## src/sv/bmh_pkg.sv

```systemverilog
// shared constants, codes and types for the binary min-heap priority queue
`timescale 1ns / 1ps

package bmh_pkg;

   localparam int HEAP_DEPTH_DEFAULT = 64;
   localparam int KEY_WIDTH_DEFAULT  = 32;
   localparam int DATA_WIDTH         = 32;

   localparam logic MODE_INSERT = 1'b0;
   localparam logic MODE_POP    = 1'b1;

   typedef struct packed {
      logic ins;
      logic pop;
   } cell_ctrl_type;

endpackage

```

## src/sv/bmh_cell.sv

```systemverilog
// one cell of the sorted key chain: holds one key, takes from its neighbours
`timescale 1ns / 1ps

module bmh_cell #(
   parameter int KEY_WIDTH = bmh_pkg::KEY_WIDTH_DEFAULT
) (
   input  logic                        clock,
   input  bmh_pkg::cell_ctrl_type      ctrl,
   input  logic                        occupied,
   input  logic signed [KEY_WIDTH-1:0] new_key,
   input  logic signed [KEY_WIDTH-1:0] prev_key,
   input  logic                        prev_le,
   input  logic signed [KEY_WIDTH-1:0] next_key,
   output logic signed [KEY_WIDTH-1:0] key,
   output logic                        le
);

   logic signed [KEY_WIDTH-1:0] key_ff;
   logic signed [KEY_WIDTH-1:0] key_in;

   // own key stays ahead of the new key on a tie
   assign le  = occupied && (key_ff <= new_key);
   assign key = key_ff;

   always_comb begin
      key_in = key_ff;
      if (ctrl.ins) begin
         if (le) begin
            key_in = key_ff;
         end else if (prev_le) begin
            key_in = new_key;
         end else begin
            key_in = prev_key;
         end
      end else if (ctrl.pop) begin
         key_in = next_key;
      end
   end

   always_ff @(posedge clock) begin
      key_ff <= key_in;
   end

endmodule

```

## config.mk

```make
export PLATFORM = sky130hd
export DESIGN_NAME = bmh_cell
export DESIGN_NICKNAME = d
export VERILOG_FILES = /design/src/sv/bmh_pkg.sv /design/src/sv/bmh_cell.sv
export SDC_FILE = /design/constraint.sdc
export NUM_CORES = 1
export LEC_CHECK = 0
export BUFFER_PORTS_ARGS = -buffer_cell sky130_fd_sc_hd__buf_2
export CORE_MARGIN = 2
export CORE_UTILIZATION = 49
export DETAILED_ROUTE_END_ITERATION = 10
export PLACE_DENSITY = 0.84
export SYNTH_ARGS = -nofsm -noshare
export SYNTH_HDL_FRONTEND = slang
export SYNTH_SLANG_ARGS = --single-unit
```

## constraint.sdc

```tcl
create_clock -name clock -period 7.3 [get_ports clock]
set_input_delay 0.73 -clock clock [delete_from_list [all_inputs] [get_ports clock]]
set_output_delay 0.73 -clock clock [all_outputs]
set_load 0.05 [all_outputs]
```

==> metrics.txt, run 1 <==
proportion of layout cells with a drive suffix above 1 37.31%; Via density 5.121; hold_buf cts 0; netlist area before placement 2491 µm²; average size of a mapped cell 9.731 µm²; total wire length 6.074 mm; area of the die 5670 µm²; total vias in the final route 2,320; launching element type of the critical path input port; die outline height 75.30 µm; total leakage power 1.721 nW; final count of negative-setup-slack endpoints 0; DRC errors left 0; Clock Skew 4.106 ps; maximum count of clock buffers along a single path 2; CP max FO 2; total routing usage reported by global routing 21.98%; synth top area cells sky130_fd_sc_hd__edfxtp_1, sky130_fd_sc_hd__ha_1, sky130_fd_sc_hd__mux2i_1; Cells after Synth 256; TritonCTS clock tree built; number of nets with antenna violations after detailed routing 0; fraction of registers with async set or reset after synthesis 0%; number of buffers inserted during clock tree synthesis 5; share of the cycle needed by the critical path after routing 47.37%; number of warnings issued by yosys 0; max-cap violations 0; fraction of post-synthesis cell area in the top cell type by area 38.57%; Crit path required time 6570 ps; final-report hold violation count 0; class of the worst hold path in -> reg; clock network latency to the later pin of the worst-skew pair 270 ps; Layout fillers 409; Post-Synthesis Net Count 389; CP endpoint kind output pin; setup repair after global routing missed its margin false; cell type with the highest aggregate area in the netlist sky130_fd_sc_hd__edfxtp_1; total global routing overflow 0; Setup Total Neg Slack 0 ps; clock-pin slew on the worst setup and hold paths 70 ps; worst path arrival time 2730 ps; Die Wd 75.30 µm; CTS-repair resized insts 0; first-pass GRT wire length 9.570 mm; final std cells w/o fill 453; critical setup path kind in -> out; most frequently used flop master after synthesis sky130_fd_sc_hd__edfxtp_1; setup fix buffers added after clock tree synthesis 0; number of violations reported at the end of detailed-routing iteration 0 75; total clock sinks 32; count of flip-flops with a built-in enable after synthesis 32; row cnt 25; shortest clock period the worst path allows after layout 3458 ps; mean routed wirelength per cell 13.41 µm; largest net degree at the start of global routing 68; final-report max-slew violation count 0; root buffer cell sky130_fd_sc_hd__clkbuf_8; core outline area 4817 µm²; # H-tree levels 2; highest clock rate 0.2892 GHz; Final Net Count 518; Boundary Pins 134; total power divided by cell area 181.4 nW/µm²; area added between synthesis and finish 32.09%; Largest register FFs 32; relative slew slack 27.49%; antenna cells 0; cell types with the highest counts after synthesis sky130_fd_sc_hd__a21oi_1, sky130_fd_sc_hd__inv_1, sky130_fd_sc_hd__nor2_1; Cell variety after synth 33; Initial Utilization 51.71%; dominant cell by count in the synthesized netlist sky130_fd_sc_hd__a21oi_1; Cells after DPL 445; Port-buffer cells 133; initial antenna violation count 0; number of iterations in the first detailed-routing pass 4; HPWL after DPL 4.874 mm; number of synthesized register bits 32; worst vdd rail ir drop 143.0 µV; Worst Tran Pin Value 1088 ps; number of global-route vias before repair 2,312; Final Wtd Congestion 0.7720; sequential share of the synthesized area 38.57%; status finished clean
layout make-up:
type | count | area, µm² | share of cell area (%)
multi-input combinational | 180 | 1376 | 41.83
sequential | 32 | 960.9 | 29.20
timing repair buffer | 133 | 665.6 | 20.23
inverter | 33 | 123.9 | 3.764
tap | 67 | 83.83 | 2.548
clock buffer | 7 | 76.32 | 2.319
clock inverter | 1 | 3.754 | 0.1141
placed cells by master, fill, tap and decap left out, drive strengths merged, types with 3 or more instances in the layout:
master / count
clkbuf: 7
edfxtp: 32
a21oi: 43
nor2: 33
inv: 33
nand3: 5
nor4: 3
ha: 32
mux2i: 32
a21o: 5
nand2: 4
buf: 133
nand4: 6
worst max-delay path, stage by stage:
cell and delay, ps:
sky130_fd_sc_hd__buf_2 90, sky130_fd_sc_hd__inv_1 40, sky130_fd_sc_hd__ha_1 300, sky130_fd_sc_hd__a21o_1 180
sky130_fd_sc_hd__a2111o_1 420, sky130_fd_sc_hd__nor4_1 480, sky130_fd_sc_hd__a31o_1 230, sky130_fd_sc_hd__buf_2 260
layer usage:
metal,vias to the layer above,share of wire [%],global-route usage (%)
met3,8,6.3,5.026
met2,88,51,40.39
met5,-,0,0
met1,1038,41,25.19
met4,0,1.2,7.018
li1,1186,-,-
worst paths after layout:
kind,start,endpoint,slack [ps],cells past startpoint
max reg2reg,key[30]$_DFFE_PP_,key[17]$_DFFE_PP_,4430,6
min reg2reg,key[31]$_DFFE_PP_,key[28]$_DFFE_PP_,1290,4
min,next_key[26],key[26]$_DFFE_PP_,780,3
max,new_key[29],le,3840,8
cell families after synthesis:
| family | after synthesis | share of synthesized area [%] |
|---|---|---|
| flip-flops | 32 | 38.57 |
| adder cells (fa/ha/maj) | 32 | 16.07 |
| AO/OA/AOI/OAI | 59 | 13.96 |
| buffers and inverters | 44 | 6.780 |
| multiplexers | 32 | 12.86 |
| AND/OR/NAND/NOR | 57 | 11.75 |
where the power goes:
| group | leakage, nW | switching, mW | internal, mW | total (mW) |
|---|---|---|---|---|
| Sequential | 0.316 | 0.0106 | 0.230 | 0.240 |
| Combinational | 1.37 | 0.151 | 0.0759 | 0.227 |
| Clock | 0.0399 | 0.0638 | 0.0664 | 0.130 |
| Total | 1.72 | 0.225 | 0.372 | 0.597 |
metrics by stage:
step	worst slack [ps]	hold WS (ps)	instance area, µm²	power, mW	utilization (%)
2_1_floorplan	3272	955.6	2491	0.4012	-
3_3_place_gp	3948	1051	3211	0.4656	66.65
3_5_place_dp	3828	1057	3211	0.4720	66.65
4_1_cts	3826	772.3	3291	0.6008	68.31
5_1_grt	3758	785.6	3291	0.6291	68.31
6_report	3842	776.8	3291	0.5970	68.31
Note: power is estimated with default switching activity, not from simulation.
==> inputs of run 2 (changes only) <==
--- a/config.mk
+++ b/config.mk
@@ -7,9 +7,9 @@
 export LEC_CHECK = 0
 export BUFFER_PORTS_ARGS = -buffer_cell sky130_fd_sc_hd__buf_2
 export CORE_MARGIN = 2
-export CORE_UTILIZATION = 49
+export CORE_UTILIZATION = 46
 export DETAILED_ROUTE_END_ITERATION = 10
-export PLACE_DENSITY = 0.84
+export PLACE_DENSITY = 0.8
 export SYNTH_ARGS = -nofsm -noshare
 export SYNTH_HDL_FRONTEND = slang
 export SYNTH_SLANG_ARGS = --single-unit
==> constraint.sdc (replaced) <==
create_clock -name clock -period 3.2 [get_ports clock]
set_input_delay 0.32 -clock clock [delete_from_list [all_inputs] [get_ports clock]]
set_output_delay 0.32 -clock clock [all_outputs]
set_load 0.05 [all_outputs]
==> metrics.txt, run 2 (synthesis results as in run 1) <==
first-pass GRT wire length 10.02 mm; number of global-route vias before repair 2,401; total power consumption of the routed design 1.444 mW; DRC errors left 0; # H-tree levels 2; largest net degree at the start of global routing 65; total wire length 6.135 mm; number of violations reported at the end of detailed-routing iteration 0 58; mean routed wirelength per cell 13.37 µm; class of the worst hold path in -> reg; Combinational Power Share 36.2%; number of nets with antenna violations after detailed routing 0; total routing usage reported by global routing 20.68%; launching element type of the critical path register; Port-buffer cells 133; TritonCTS clock tree built; routed metal-1 wire length 2.566 mm; Crit path required time 2880 ps; CP max FO 3; final-report hold violation count 0; core outline area 5172 µm²; HPWL after DPL 4.936 mm; Final Net Count 521; most used cells in the layout excluding fill and tap cells sky130_fd_sc_hd__buf_2, sky130_fd_sc_hd__a21oi_1, sky130_fd_sc_hd__inv_1, sky130_fd_sc_hd__nor2_1; setup fix buffers added after clock tree synthesis 0; total power divided by cell area 431.8 nW/µm²; share of total power in the clock network 26.0%; clock-pin slew on the worst setup and hold paths 70 ps; setup repair after global routing missed its margin false; highest clock rate 0.3535 GHz; clock network latency to the later pin of the worst-skew pair 280 ps; total clock sinks 32; critical setup path kind reg -> out; Worst Tran Pin Value 960.0 ps; total leakage power 1.749 nW; routed length on met2 3.006 mm; number of iterations in the first detailed-routing pass 4; area of the die 6020 µm²; largest incremental delay on the critical path 560 ps; hold_buf cts 0; P_int 0.9264 mW; root buffer cell sky130_fd_sc_hd__clkbuf_8; CP endpoint kind output pin; Via density 5.041; sequential fraction of design power 37.8%; relative slew slack 36.00%; maximum count of clock buffers along a single path 2; final count of negative-setup-slack endpoints 0; total global routing overflow 0; shortest clock period the worst path allows after layout 2829 ps; Clock Skew 6.803 ps; die outline height 77.59 µm; row cnt 26; initial antenna violation count 0; net switching power of the design 0.5173 mW; metal3 WL 491 µm; DR top layer met4; Die Wd 77.59 µm; worst path arrival time 2510 ps; status finished clean; number of buffers inserted during clock tree synthesis 5; Largest register FFs 32; Initial Utilization 48.16%; total non-filler cell area in the finished layout 3343 µm²; area added between synthesis and finish 34.20%; share of the cycle needed by the critical path after routing 88.40%; CP max-delay cell sky130_fd_sc_hd__nor4_1; final-report max-slew violation count 0; CTS-repair resized insts 0; crit-path cells ha_1, nand4_1, or2_1, a211oi_1, nor4_1, a31o_1, buf_2; Worst path top cell family by delay simple AND/OR/NAND/NOR gates; Final Wtd Congestion 0.7515; total vias in the final route 2,314; Buffers & Inverters on Critical Path 1; net switching share of the total power 35.83%; worst vdd rail ir drop 274.3 µV; proportion of layout cells with a drive suffix above 1 38.05%; commonest non-fill, non-tap cell in the layout sky130_fd_sc_hd__buf_2; max-cap violations 0; Boundary Pins 134; placement-stage cell area 3237 µm²; antenna cells 0; Setup Total Neg Slack 0 ps
## run 2: power groups by stage
stage,logic [mW],clock network (mW),registers (mW)
finish,0.522,0.376,0.546
detailed placement,0.526,0,0.556
CTS,0.528,0.385,0.547
floorplan,0.203,0,0.714
global route,0.572,0.401,0.552
global placement,0.515,0,0.552
## run 2: path summary, 6_finish.rpt
kind                                   startpoint                end  slack [ps]  depth (start not counted)
worst min-delay path                 next_key[16]  key[16]$_DFFE_PP_         350                          3
worst max-delay path            key[29]$_DFFE_PP_                 le         370                          7
worst max register to register  key[29]$_DFFE_PP_   key[3]$_DFFE_PP_         790                          7
worst min register to register  key[30]$_DFFE_PP_  key[26]$_DFFE_PP_        1230                          5
## run 2: worst min-delay path: stages
cell and delay, ps:
sky130_fd_sc_hd__buf_2 80, sky130_fd_sc_hd__nor2_1 30, sky130_fd_sc_hd__a21oi_1 90
## run 2: area by class of cell
cell class / count / area (µm²)
repair buffers: 136 / 688.2
multi-input cells: 180 / 1376
fillers: 441 / 1829
flip-flops and latches: 32 / 960.9
clock inverters: 3 / 37.54
well taps: 70 / 87.58
clock buffers: 5 / 68.82
inverters: 33 / 123.9
## run 2: routing by layer
layer  global-route usage (%)  vias up
li1                         -     1185
met1                    22.49     1022
met2                    39.05       98
met3                    6.047        9
met4                    4.821        0
met5                        0        -
## run 2: per-stage QoR
| step | cells | setup slack [ps] | hold WS, ps | util [%] |
|---|---|---|---|---|
| floorplan | 256 | 421.5 | 545.6 | - |
| global placement | 451 | 669.8 | 636.6 | 62.58 |
| detailed placement | 451 | 586.5 | 645.4 | 62.58 |
| CTS | 459 | 329.8 | 351.1 | 64.63 |
| global route | 459 | 218.4 | 352.8 | 64.63 |
| finish | 459 | 371.2 | 354.0 | 64.63 |
==> inputs of run 3 (changes only) <==
--- a/config.mk
+++ b/config.mk
@@ -6,8 +6,10 @@
 export NUM_CORES = 1
 export LEC_CHECK = 0
 export BUFFER_PORTS_ARGS = -buffer_cell sky130_fd_sc_hd__buf_2
+export CELL_PAD_IN_SITES_DETAIL_PLACEMENT = 1
+export CELL_PAD_IN_SITES_GLOBAL_PLACEMENT = 1
 export CORE_MARGIN = 2
-export CORE_UTILIZATION = 46
+export CORE_UTILIZATION = 33
 export DETAILED_ROUTE_END_ITERATION = 10
 export PLACE_DENSITY = 0.8
 export SYNTH_ARGS = -nofsm -noshare
==> metrics.txt, run 3 (synthesis results as in run 1) <==
status finished clean; largest incremental delay on the critical path 420 ps; length in cells of the worst reg-to-reg path 7; placement-stage cell area 3273 µm²; number of violations reported at the end of detailed-routing iteration 0 51; number of nets with antenna violations after detailed routing 0; slack of the worst reg-to-reg path 780 ps; total global routing overflow 0; launching element type of the critical path register; CP max FO 2; net switching power of the design 0.5236 mW; total non-filler cell area in the finished layout 3342 µm²; relative slew slack 33.73%; Final Wtd Congestion 0.7760; clock-pin slew on the worst setup and hold paths 60 ps; final-report max-slew violation count 0; CTS-repair resized insts 0; total leakage power 1.731 nW; crit-path cells ha_1, a21o_1, a2111o_1, nor4_1, a31o_1, buf_2; maximum count of clock buffers along a single path 2; Setup Total Neg Slack 0 ps; critical setup path kind reg -> out; mean routed wirelength per cell 15.18 µm; proportion of layout cells with a drive suffix above 1 38.08%; final hold slack 359.0 ps; worst vdd rail ir drop 164.9 µV; # H-tree levels 2; die outline height 90.89 µm; Boundary Pins 134; total routing usage reported by global routing 18.22%; largest net degree at the start of global routing 65; CP endpoint kind output pin; class of the worst hold path in -> reg; setup fix buffers added after clock tree synthesis 0; Layout fillers 922; Worst path top cell family by delay compound AO/OA/AOI/OAI gates; number of global-route vias before repair 2,571; hold_buf cts 0; final-report hold violation count 0; worst path arrival time 2480 ps; Crit path required time 2880 ps; row cnt 31; clock network latency to the later pin of the worst-skew pair 280 ps; FF-to-FF End key[18]$_DFFE_PP_; Final Net Count 521; most used cells in the layout excluding fill and tap cells sky130_fd_sc_hd__buf_2, sky130_fd_sc_hd__a21oi_1, sky130_fd_sc_hd__inv_1, sky130_fd_sc_hd__nor2_1; share of total power in the clock network 20.7%; final count of negative-setup-slack endpoints 0; setup repair after global routing missed its margin false; total clock sinks 32; number of iterations in the first detailed-routing pass 4; depth of the worst hold-timing path 3; total vias in the final route 2,389; Worst Tran Pin Value 994.1 ps; net switching share of the total power 38.33%; Die Wd 90.89 µm; area of combinational cells with multiple inputs 1376 µm²; Largest register FFs 32; shortest clock period the worst path allows after layout 2802 ps; core outline area 7292 µm²; Buffers & Inverters on Critical Path 1; Hold Path Sink key[10]$_DFFE_PP_; antenna cells 0; total wire length 7.360 mm; Clock Skew 7.591 ps; Initial Utilization 34.16%; sequential fraction of design power 40.0%; total power consumption of the routed design 1.366 mW; Combinational Power Share 39.3%; Port-buffer cells 133; area taken by flip-flops and latches 960.9 µm²; initial antenna violation count 0; start point of the worst hold path next_key[10]; area of the die 8260 µm²; Via density 4.926; total power divided by cell area 408.7 nW/µm²; DRC errors left 0; commonest non-fill, non-tap cell in the layout sky130_fd_sc_hd__buf_2; share of the cycle needed by the critical path after routing 87.56%; area added between synthesis and finish 34.15%; max-cap violations 0; first-pass GRT wire length 12.06 mm; CP max-delay cell sky130_fd_sc_hd__nor4_1; startpoint of the most critical register-to-register path key[23]$_DFFE_PP_; TritonCTS clock tree built; highest clock rate 0.3569 GHz; HPWL after DPL 5.967 mm; root buffer cell sky130_fd_sc_hd__clkbuf_8; P_int 0.8423 mW; number of buffers inserted during clock tree synthesis 5
==> run 3: area by class of cell <==
class	instances	area share, %
Inverter	33	3.706
Sequential cell	32	28.75
Clock buffer	5	2.059
Tap cell	99	3.706
Timing Repair Buffer	136	20.59
Multi-Input combinational cell	180	41.18
==> run 3: worst max path at each step <==
stage	cells after the start	slack, ps	endpoint	start
floorplan	6	420	key[0]$_DFFE_PP_	key[14]$_DFFE_PP_
global placement	8	680	le	new_key[29]
detailed placement	8	610	le	new_key[29]
CTS	6	390	le	key[29]$_DFFE_PP_
global route	6	270	le	key[29]$_DFFE_PP_
finish	6	400	le	key[29]$_DFFE_PP_
==> run 3: through the flow <==
step | util (%) | std cells | setup WS (ps)
6_report | 45.83 | 485 | 398.2
3_3_place_gp | 44.89 | 480 | 680.2
4_1_cts | 45.83 | 485 | 385.3
3_5_place_dp | 44.89 | 480 | 611.6
2_1_floorplan | - | 256 | 421.5
5_1_grt | 45.83 | 485 | 270.6
==> run 3: routing by layer <==
metal | up-vias | track usage [%] | share of wire (%)
met4 | 0 | 3.788 | 0.75
met3 | 5 | 4.508 | 6.3
li1 | 1186 | - | -
met1 | 1112 | 21.12 | 41
met5 | - | 0 | 0
met2 | 86 | 33.83 | 52
==> run 3: worst min-delay path: stages <==
cell and delay [ps]:
sky130_fd_sc_hd__buf_2 70, sky130_fd_sc_hd__nor2_1 30, sky130_fd_sc_hd__a21oi_1 90
==> run 3: power by group through the flow <==
stage / clock, mW / sequential, mW / combinational (mW)
after floorplan: 0 / 0.714 / 0.203
after global placement: 0 / 0.552 / 0.523
after detailed placement: 0 / 0.556 / 0.540
after CTS: 0.291 / 0.547 / 0.544
after global routing: 0.308 / 0.554 / 0.586
final: 0.283 / 0.546 / 0.536
